File: config.mk
export PLATFORM = sky130hd
export DESIGN_NAME = hevc_config_record_to_annexb_core
export DESIGN_NICKNAME = d
export VERILOG_FILES = /design/src/rtl/hcra_pkg.sv /design/src/rtl/hcra_parse.sv /design/src/rtl/hcra_emit.sv /design/src/rtl/hevc_config_record_to_annexb_core.sv
export SDC_FILE = /design/constraint.sdc
export NUM_CORES = 1
export LEC_CHECK = 0
export BUFFER_PORTS_ARGS = -buffer_cell sky130_fd_sc_hd__buf_2
export CAP_MARGIN = 20
export CORE_AREA = 2 2 115 117
export CTS_CLUSTER_DIAMETER = 40
export DETAILED_ROUTE_END_ITERATION = 8
export DIE_AREA = 0 0 117 119
export PLACE_DENSITY_LB_ADDON = 0.08
export SYNTH_ARGS = -nofsm -noshare
export SYNTH_HDL_FRONTEND = slang
export SYNTH_SLANG_ARGS = --single-unit
File: constraint.sdc
create_clock -name clk -period 5 [get_ports clk]
set_input_delay 0.75 -clock clk [delete_from_list [all_inputs] [get_ports clk]]
set_output_delay 0.75 -clock clk [all_outputs]
set_load 0.05 [all_outputs]
File: src/rtl/hcra_pkg.sv
// Shared types and constants for the HEVC configuration record to Annex-B converter.
// Used by the parser, the emitter, the top level and the port checker.
`timescale 1ns / 1ps
package hcra_pkg;

  localparam int unsigned HEADER_BYTES = 22;
  localparam int unsigned SC_LEN       = 4;

  localparam logic [7:0] TYPE_MASK     = 8'h3f;
  localparam logic [5:0] TYPE_VPS      = 6'd32;
  localparam logic [5:0] TYPE_SPS      = 6'd33;
  localparam logic [5:0] TYPE_PPS      = 6'd34;
  localparam logic [7:0] SC_ZERO_BYTE  = 8'h00;
  localparam logic [7:0] SC_LAST_BYTE  = 8'h01;

  // Unit kind codes on the result channel
  localparam logic [1:0] KIND_VPS      = 2'd0;
  localparam logic [1:0] KIND_SPS      = 2'd1;
  localparam logic [1:0] KIND_PPS      = 2'd2;

  typedef struct packed {
    logic [7:0] rec_byte;
    logic       rec_start;
  } in_t;

  typedef struct packed {
    logic [7:0] out_byte;
    logic [1:0] unit_kind;
    logic       unit_first;
    logic       unit_end;
    logic       run_last;
  } out_t;

  // One emitted payload byte as handed from the parser to the emitter
  typedef struct packed {
    logic [7:0] pay_byte;
    logic [1:0] kind;
    logic       fresh;
    logic       last_byte;
  } tok_t;

endpackage

File: src/rtl/hcra_parse.sv
// Record parser: walks header, arrays, unit counts and lengths one byte at a time.
// Registers one token per emitted payload byte. Depends on hcra_pkg.
`timescale 1ns / 1ps
module hcra_parse (
  input  logic            clk,
  input  logic            rst_n,
  input  logic            in_valid,
  output logic            in_stall,
  input  hcra_pkg::in_t   in_data,
  output logic            tok_valid,
  output hcra_pkg::tok_t  tok,
  input  logic            tok_ready
);

  typedef enum logic [2:0] {
    PH_HEADER,
    PH_TYPE,
    PH_UCNT_HI,
    PH_UCNT_LO,
    PH_LEN_HI,
    PH_LEN_LO,
    PH_PAYLOAD,
    PH_DONE
  } phase_e;

  phase_e          phase_r, phase_nxt, phase_eff;
  logic [4:0]      hdr_cnt_r, hdr_cnt_nxt, hdr_cnt_eff;
  logic [7:0]      arrays_r, arrays_nxt;
  logic [15:0]     units_r, units_nxt;
  logic [15:0]     bytes_r, bytes_nxt;
  logic [5:0]      type_r, type_nxt;
  logic [7:0]      hold_r, hold_nxt;
  logic            fresh_r, fresh_nxt;
  logic            tok_v_r, tok_v_nxt;
  hcra_pkg::tok_t  tok_r, tok_nxt;
  logic            accept;
  logic            emit_type;
  logic            new_tok;
  logic [15:0]     count16;

  // Take a byte when the token slot is free or drains this cycle
  assign in_stall = tok_v_r && !tok_ready;
  assign accept   = in_valid && !in_stall;

  assign emit_type = (type_r == hcra_pkg::TYPE_VPS) || (type_r == hcra_pkg::TYPE_SPS) ||
                     (type_r == hcra_pkg::TYPE_PPS);
  assign count16   = {hold_r, in_data.rec_byte};

  // Parse step: a record start restarts the header walk with this byte
  always_comb begin
    phase_eff   = in_data.rec_start ? PH_HEADER : phase_r;
    hdr_cnt_eff = in_data.rec_start ? 5'd0 : hdr_cnt_r;
    phase_nxt   = phase_r;
    hdr_cnt_nxt = hdr_cnt_r;
    arrays_nxt  = arrays_r;
    units_nxt   = units_r;
    bytes_nxt   = bytes_r;
    type_nxt    = type_r;
    hold_nxt    = hold_r;
    fresh_nxt   = fresh_r;
    new_tok     = 1'b0;
    tok_nxt     = tok_r;
    if (accept) begin
      phase_nxt   = phase_eff;
      hdr_cnt_nxt = hdr_cnt_eff;
      unique case (phase_eff)
        PH_HEADER: begin
          if (hdr_cnt_eff < 5'(hcra_pkg::HEADER_BYTES)) begin
            hdr_cnt_nxt = hdr_cnt_eff + 5'd1;
          end else begin
            hdr_cnt_nxt = 5'(hcra_pkg::HEADER_BYTES + 1);
            arrays_nxt  = in_data.rec_byte;
            phase_nxt   = (in_data.rec_byte != 8'd0) ? PH_TYPE : PH_DONE;
          end
        end
        PH_TYPE: begin
          type_nxt  = 6'(in_data.rec_byte & hcra_pkg::TYPE_MASK);
          phase_nxt = PH_UCNT_HI;
        end
        PH_UCNT_HI: begin
          hold_nxt  = in_data.rec_byte;
          phase_nxt = PH_UCNT_LO;
        end
        PH_UCNT_LO: begin
          units_nxt = count16;
          if (count16 == 16'd0) begin
            arrays_nxt = arrays_r - 8'd1;
            phase_nxt  = (arrays_r != 8'd1) ? PH_TYPE : PH_DONE;
          end else begin
            phase_nxt = PH_LEN_HI;
          end
        end
        PH_LEN_HI: begin
          hold_nxt  = in_data.rec_byte;
          phase_nxt = PH_LEN_LO;
        end
        PH_LEN_LO: begin
          bytes_nxt = count16;
          if (count16 == 16'd0) begin
            // Empty unit: skip it, close the array when it was the last unit
            units_nxt = units_r - 16'd1;
            if (units_r == 16'd1) begin
              arrays_nxt = arrays_r - 8'd1;
              phase_nxt  = (arrays_r != 8'd1) ? PH_TYPE : PH_DONE;
            end else begin
              phase_nxt = PH_LEN_HI;
            end
          end else begin
            fresh_nxt = 1'b1;
            phase_nxt = PH_PAYLOAD;
          end
        end
        PH_PAYLOAD: begin
          new_tok           = emit_type;
          tok_nxt.pay_byte  = in_data.rec_byte;
          tok_nxt.kind      = type_r[1:0];
          tok_nxt.fresh     = fresh_r;
          tok_nxt.last_byte = (bytes_r <= 16'd1);
          fresh_nxt         = 1'b0;
          bytes_nxt         = bytes_r - 16'd1;
          if (bytes_r == 16'd1) begin
            units_nxt = units_r - 16'd1;
            if (units_r == 16'd1) begin
              arrays_nxt = arrays_r - 8'd1;
              phase_nxt  = (arrays_r != 8'd1) ? PH_TYPE : PH_DONE;
            end else begin
              phase_nxt = PH_LEN_HI;
            end
          end
        end
        PH_DONE: begin
          phase_nxt = PH_DONE;
        end
        default: begin
          phase_nxt = PH_DONE;
        end
      endcase
    end
    // Hold the token until the emitter takes its last output
    priority if (new_tok) begin
      tok_v_nxt = 1'b1;
    end else if (tok_ready) begin
      tok_v_nxt = 1'b0;
    end else begin
      tok_v_nxt = tok_v_r;
    end
  end

  always_ff @(posedge clk) begin
    if (!rst_n) begin
      phase_r   <= PH_HEADER;
      hdr_cnt_r <= 5'd0;
      arrays_r  <= 8'd0;
      units_r   <= 16'd0;
      bytes_r   <= 16'd0;
      type_r    <= 6'd0;
      hold_r    <= 8'd0;
      fresh_r   <= 1'b0;
      tok_v_r   <= 1'b0;
    end else begin
      phase_r   <= phase_nxt;
      hdr_cnt_r <= hdr_cnt_nxt;
      arrays_r  <= arrays_nxt;
      units_r   <= units_nxt;
      bytes_r   <= bytes_nxt;
      type_r    <= type_nxt;
      hold_r    <= hold_nxt;
      fresh_r   <= fresh_nxt;
      tok_v_r   <= tok_v_nxt;
    end
    tok_r <= tok_nxt;
  end

  assign tok_valid = tok_v_r;
  assign tok       = tok_r;

endmodule

File: src/rtl/hcra_emit.sv
// Emitter: expands a unit's first payload byte into start code plus byte,
// and holds the result register. Depends on hcra_pkg.
`timescale 1ns / 1ps
module hcra_emit (
  input  logic            clk,
  input  logic            rst_n,
  input  logic            tok_valid,
  input  hcra_pkg::tok_t  tok,
  output logic            tok_ready,
  output logic            out_valid,
  input  logic            out_stall,
  output hcra_pkg::out_t  out_data
);

  logic            out_v_r, out_v_nxt;
  hcra_pkg::out_t  out_r, out_nxt;
  logic [2:0]      step_r, step_nxt;
  logic            load;
  logic            on_payload;

  // Result register is free when empty or draining
  assign load       = tok_valid && (!out_v_r || !out_stall);
  assign on_payload = !tok.fresh || (step_r == 3'(hcra_pkg::SC_LEN));
  assign tok_ready  = load && on_payload;

  // Pick the next output transaction of the held token
  always_comb begin
    out_nxt   = out_r;
    step_nxt  = step_r;
    out_v_nxt = load || (out_v_r && out_stall);
    if (load) begin
      out_nxt.unit_kind = tok.kind;
      if (on_payload) begin
        out_nxt.out_byte   = tok.pay_byte;
        out_nxt.unit_first = 1'b0;
        out_nxt.unit_end   = tok.last_byte;
        out_nxt.run_last   = 1'b1;
        step_nxt           = 3'd0;
      end else begin
        out_nxt.out_byte   = (step_r == 3'(hcra_pkg::SC_LEN - 1)) ?
                             hcra_pkg::SC_LAST_BYTE : hcra_pkg::SC_ZERO_BYTE;
        out_nxt.unit_first = (step_r == 3'd0);
        out_nxt.unit_end   = 1'b0;
        out_nxt.run_last   = 1'b0;
        step_nxt           = step_r + 3'd1;
      end
    end
  end

  always_ff @(posedge clk) begin
    if (!rst_n) begin
      out_v_r <= 1'b0;
      step_r  <= 3'd0;
    end else begin
      out_v_r <= out_v_nxt;
      step_r  <= step_nxt;
    end
    out_r <= out_nxt;
  end

  assign out_valid = out_v_r;
  assign out_data  = out_r;

endmodule

File: src/rtl/hevc_config_record_to_annexb_core.sv
// HEVC configuration record to Annex-B parameter sets, one record byte per transaction.
// A payload byte's first result goes through the token register, then the result register.
// Throughput: one byte per cycle unless the result side stalls; a unit's first payload byte
// yields five results (start code plus byte), holding the input off during the start code.
// Reset (rst_n low, synchronous) clears the parser to the header phase and empties
// the token and result registers. Depends on hcra_pkg, hcra_parse, hcra_emit.
`timescale 1ns / 1ps
module hevc_config_record_to_annexb_core (
  input  logic            clk,
  input  logic            rst_n,
  input  logic            in_valid,
  output logic            in_stall,
  input  hcra_pkg::in_t   in_data,
  output logic            out_valid,
  input  logic            out_stall,
  output hcra_pkg::out_t  out_data
);

  logic            tok_valid;
  logic            tok_ready;
  hcra_pkg::tok_t  tok;

  // Parse record bytes into payload tokens
  hcra_parse u_parse (
    .clk       (clk),
    .rst_n     (rst_n),
    .in_valid  (in_valid),
    .in_stall  (in_stall),
    .in_data   (in_data),
    .tok_valid (tok_valid),
    .tok       (tok),
    .tok_ready (tok_ready)
  );

  // Expand tokens into Annex-B output transactions
  hcra_emit u_emit (
    .clk       (clk),
    .rst_n     (rst_n),
    .tok_valid (tok_valid),
    .tok       (tok),
    .tok_ready (tok_ready),
    .out_valid (out_valid),
    .out_stall (out_stall),
    .out_data  (out_data)
  );

endmodule

==> out/results.ini <==
[clock_tree]
post_cts_resized = 0
cts.clk_slew.worst_paths_ns = 0.08
clk_latency_ns = 0.35
clockBufferDepth = 2
cts.sinks = 93
cts_root_buf = clkbuf_16
htree_levels = 3
cts_inserted_buffers = 9
cts_tree = yes
postCtsSetupBuffers = 0
hold_buffers = 0

[die]
initial_utilization_pct = 38.96
coreArea_um2 = 12870
dieWidth_um = 117
die_area_um2 = 13920
die_height_um = 119
rows = 42
ioPinCount = 28

[yosys]
synth_async_sr_flop_share_pct = 0
ys_ff_latch = 93
synth_nets = 601
synth_flop_cell = dfxtp_1
synth_area_leaders = dfxtp_1 27%, edfxtp_1 15%, nand2_1 4.3%, a21oi_1 3.9%, nor2_1 3.9%
synthMuxAreaShare_pct = 3.218
synth_top_family_by_area = compound AO/OA/AOI/OAI gates
ys_seq_area_share_pct = 42.11
ys.warnings.count = 0
ys_types = 65
synth-simple-area-share_pct = 21.88
synthXorXnorAreaFrac_pct = 0.1746
yosysMostFrequentCell = dfxtp_1
synthTopCellsByCount = 68 x dfxtp_1, 57 x nand2_1, 52 x nor2_1
synth_top_cell_area_share_pct = 27.14
synthAdderAreaFrac_pct = 2.494
synth_edf_count = 25
syn_inst = 578
avgSynthCellArea_um2 = 8.678
yosys.area.top_type = dfxtp_1
synth_compound_area_share_pct = 25.62
syn_area_um2 = 5016

[hold_path]
min_path_cells = 0
hold_path.class = reg2reg

[place]
placed_area_um2 = 5294
port-buffer-count = 27
hpwl_um = 9149
gp_congestion = 0.8160
dpl_worst_slack_ns = 1.638
dp.cells = 747

[worst_setup_path]
crit_type = reg2reg
critPathArrivalTime_ns = 3.71
ff2ff_path_depth = 5
critPathCaptureType = flop
ff2ff_setup_slack_ns = 1.59
startpoint_type = flop
crit_fanout = 20
required_ns = 5.30

[final_layout]
layout-drive-gt1-share_pct = 12.76
finalNonFillerCells = 764
finalInstanceArea_um2 = 5608
final.fill_count = 1248
area_delta_synth_final_pct = 11.80
fin_util_pct = 43.56
final_net_count = 606
n_antenna_cell = 0

[global_route]
grt_max_degree = 50
first_global_vias = 4271
overflow = 0
grt_pass1_wl_um = 22690
antenna_found_initial = 0
grt_usage_pct = 21.05

[sta]
hold_slack_ns = 0.4246
period_share_pct = 68.27
setup_slack_ns = 1.586
fmaxAchievable_mhz = 292.9
rsz0062_at_grt = false
worst_slew_pin_slew_ns = 1.043
finClkSkew_ns = 0.005869
setup_viol = 0
drv_slew = 0
slew_headroom_pct = 29.98
hold_viol_final = 0
fin_setup_tns_ns = 0
post-route-min-period_ns = 3.414

[detailed_routing]
wl_met3_um = 681
antenna_left = 0
vias_per_cell = 6.018
wl_um = 14210
wl_per_cell_um = 18.60
drtPass1Iterations = 5
top_layer_used = met4
wl_met1_um = 6679
via_count = 4598
route.met2.wl_um = 6526
drtIter0Drc = 420
drc = 0

[power]
finalPower_mw = 1.640
p_switching_uw = 459.1
peakVddDrop_v = 0.0001396
p_sw_share_pct = 28.00
sequentialPowerShare_pct = 48.5
cellLeakagePower_nw = 2.112
power_frac_clock_pct = 42.8
internal_power_mw = 1.180
combPwrFrac_pct = 8.6
powerDensity_nw_per_um2 = 292.4

[run]
max-cap-violations = 0

[status]
status = complete, no violations

==> placed cells by master, fill, tap and decap left out, drive strengths merged, types with 11 or more instances in the layout <==
master,count
mux2i,15
inv,19
buf,36
a31oi,20
nand3,19
nor3,20
o31ai,17
dfxtp,68
a21oi,39
nor4,11
nor2,52
edfxtp,25
o21ai,26
nand2,57
==> cells by family (layout without fill, tap and decap cells) <==
family	count (synthesis)	after routing
AND/OR/NAND/NOR	218	218
AO/OA/AOI/OAI	183	183
flip-flops	93	93
buffers and inverters	57	67
multiplexers	16	16
adder cells (fa/ha/maj)	10	10
XOR/XNOR	1	1
==> worst paths after layout <==
check                                   startpoint             endpoint
worst max-delay path            u_parse.phase_r[2]  u_parse.units_r[13]
worst min register to register      u_parse.tok[3]   u_emit.out_data[4]
worst max register to register  u_parse.phase_r[2]  u_parse.units_r[13]
worst min-delay path                u_parse.tok[3]   u_emit.out_data[4]
==> power groups by stage <==
stage | sequential, mW | clock [mW] | combinational, mW
3_5_place_dp | 0.812 | 0 | 0.139
5_1_grt | 0.797 | 0.751 | 0.156
3_3_place_gp | 0.812 | 0 | 0.138
6_report | 0.795 | 0.703 | 0.142
2_1_floorplan | 0.803 | 0 | 0.0995
4_1_cts | 0.795 | 0.721 | 0.140
==> worst max-delay path: stages (launching register included) <==
cell and delay [ns]:
dfxtp_1 0.77, xnor2_1 0.26, o21ai_1 0.86, o211ai_1 0.38, nor2_1 0.81, a31o_2 0.27
==> registers in the layout (all words and copies together) (netlist names) <==
name,flops
u_parse.hdr_cnt_r,5
u_parse.hold_r,8
u_parse.tok_valid,1
u_parse.arrays_r,8
u_parse.phase_r,3
u_parse.fresh_r,1
u_parse.type_r,6
u_emit.step_r,3
u_emit.out_valid,1
u_parse.units_r,16
u_parse.tok,12
u_emit.out_data,13
u_parse.bytes_r,16
==> per-layer routing <==
metal  vias up  track usage (%)
met4         0            9.338
li1       2217                -
met1      2204            29.50
met5         -                0
met2       144            32.01
met3        33            3.003
==> cell type report <==
class	instances	area, um^2	share of cell area [%]
Inverter	15	56.30	1.004
Sequential cell	93	2112	37.66
Multi-Input combinational cell	428	2703	48.19
Clock buffer	9	225.2	4.016
Timing Repair Buffer	36	214.0	3.815
Clock inverter	7	77.57	1.383
Tap cell	176	220.2	3.927
Note: power is estimated with default switching activity, not from simulation.
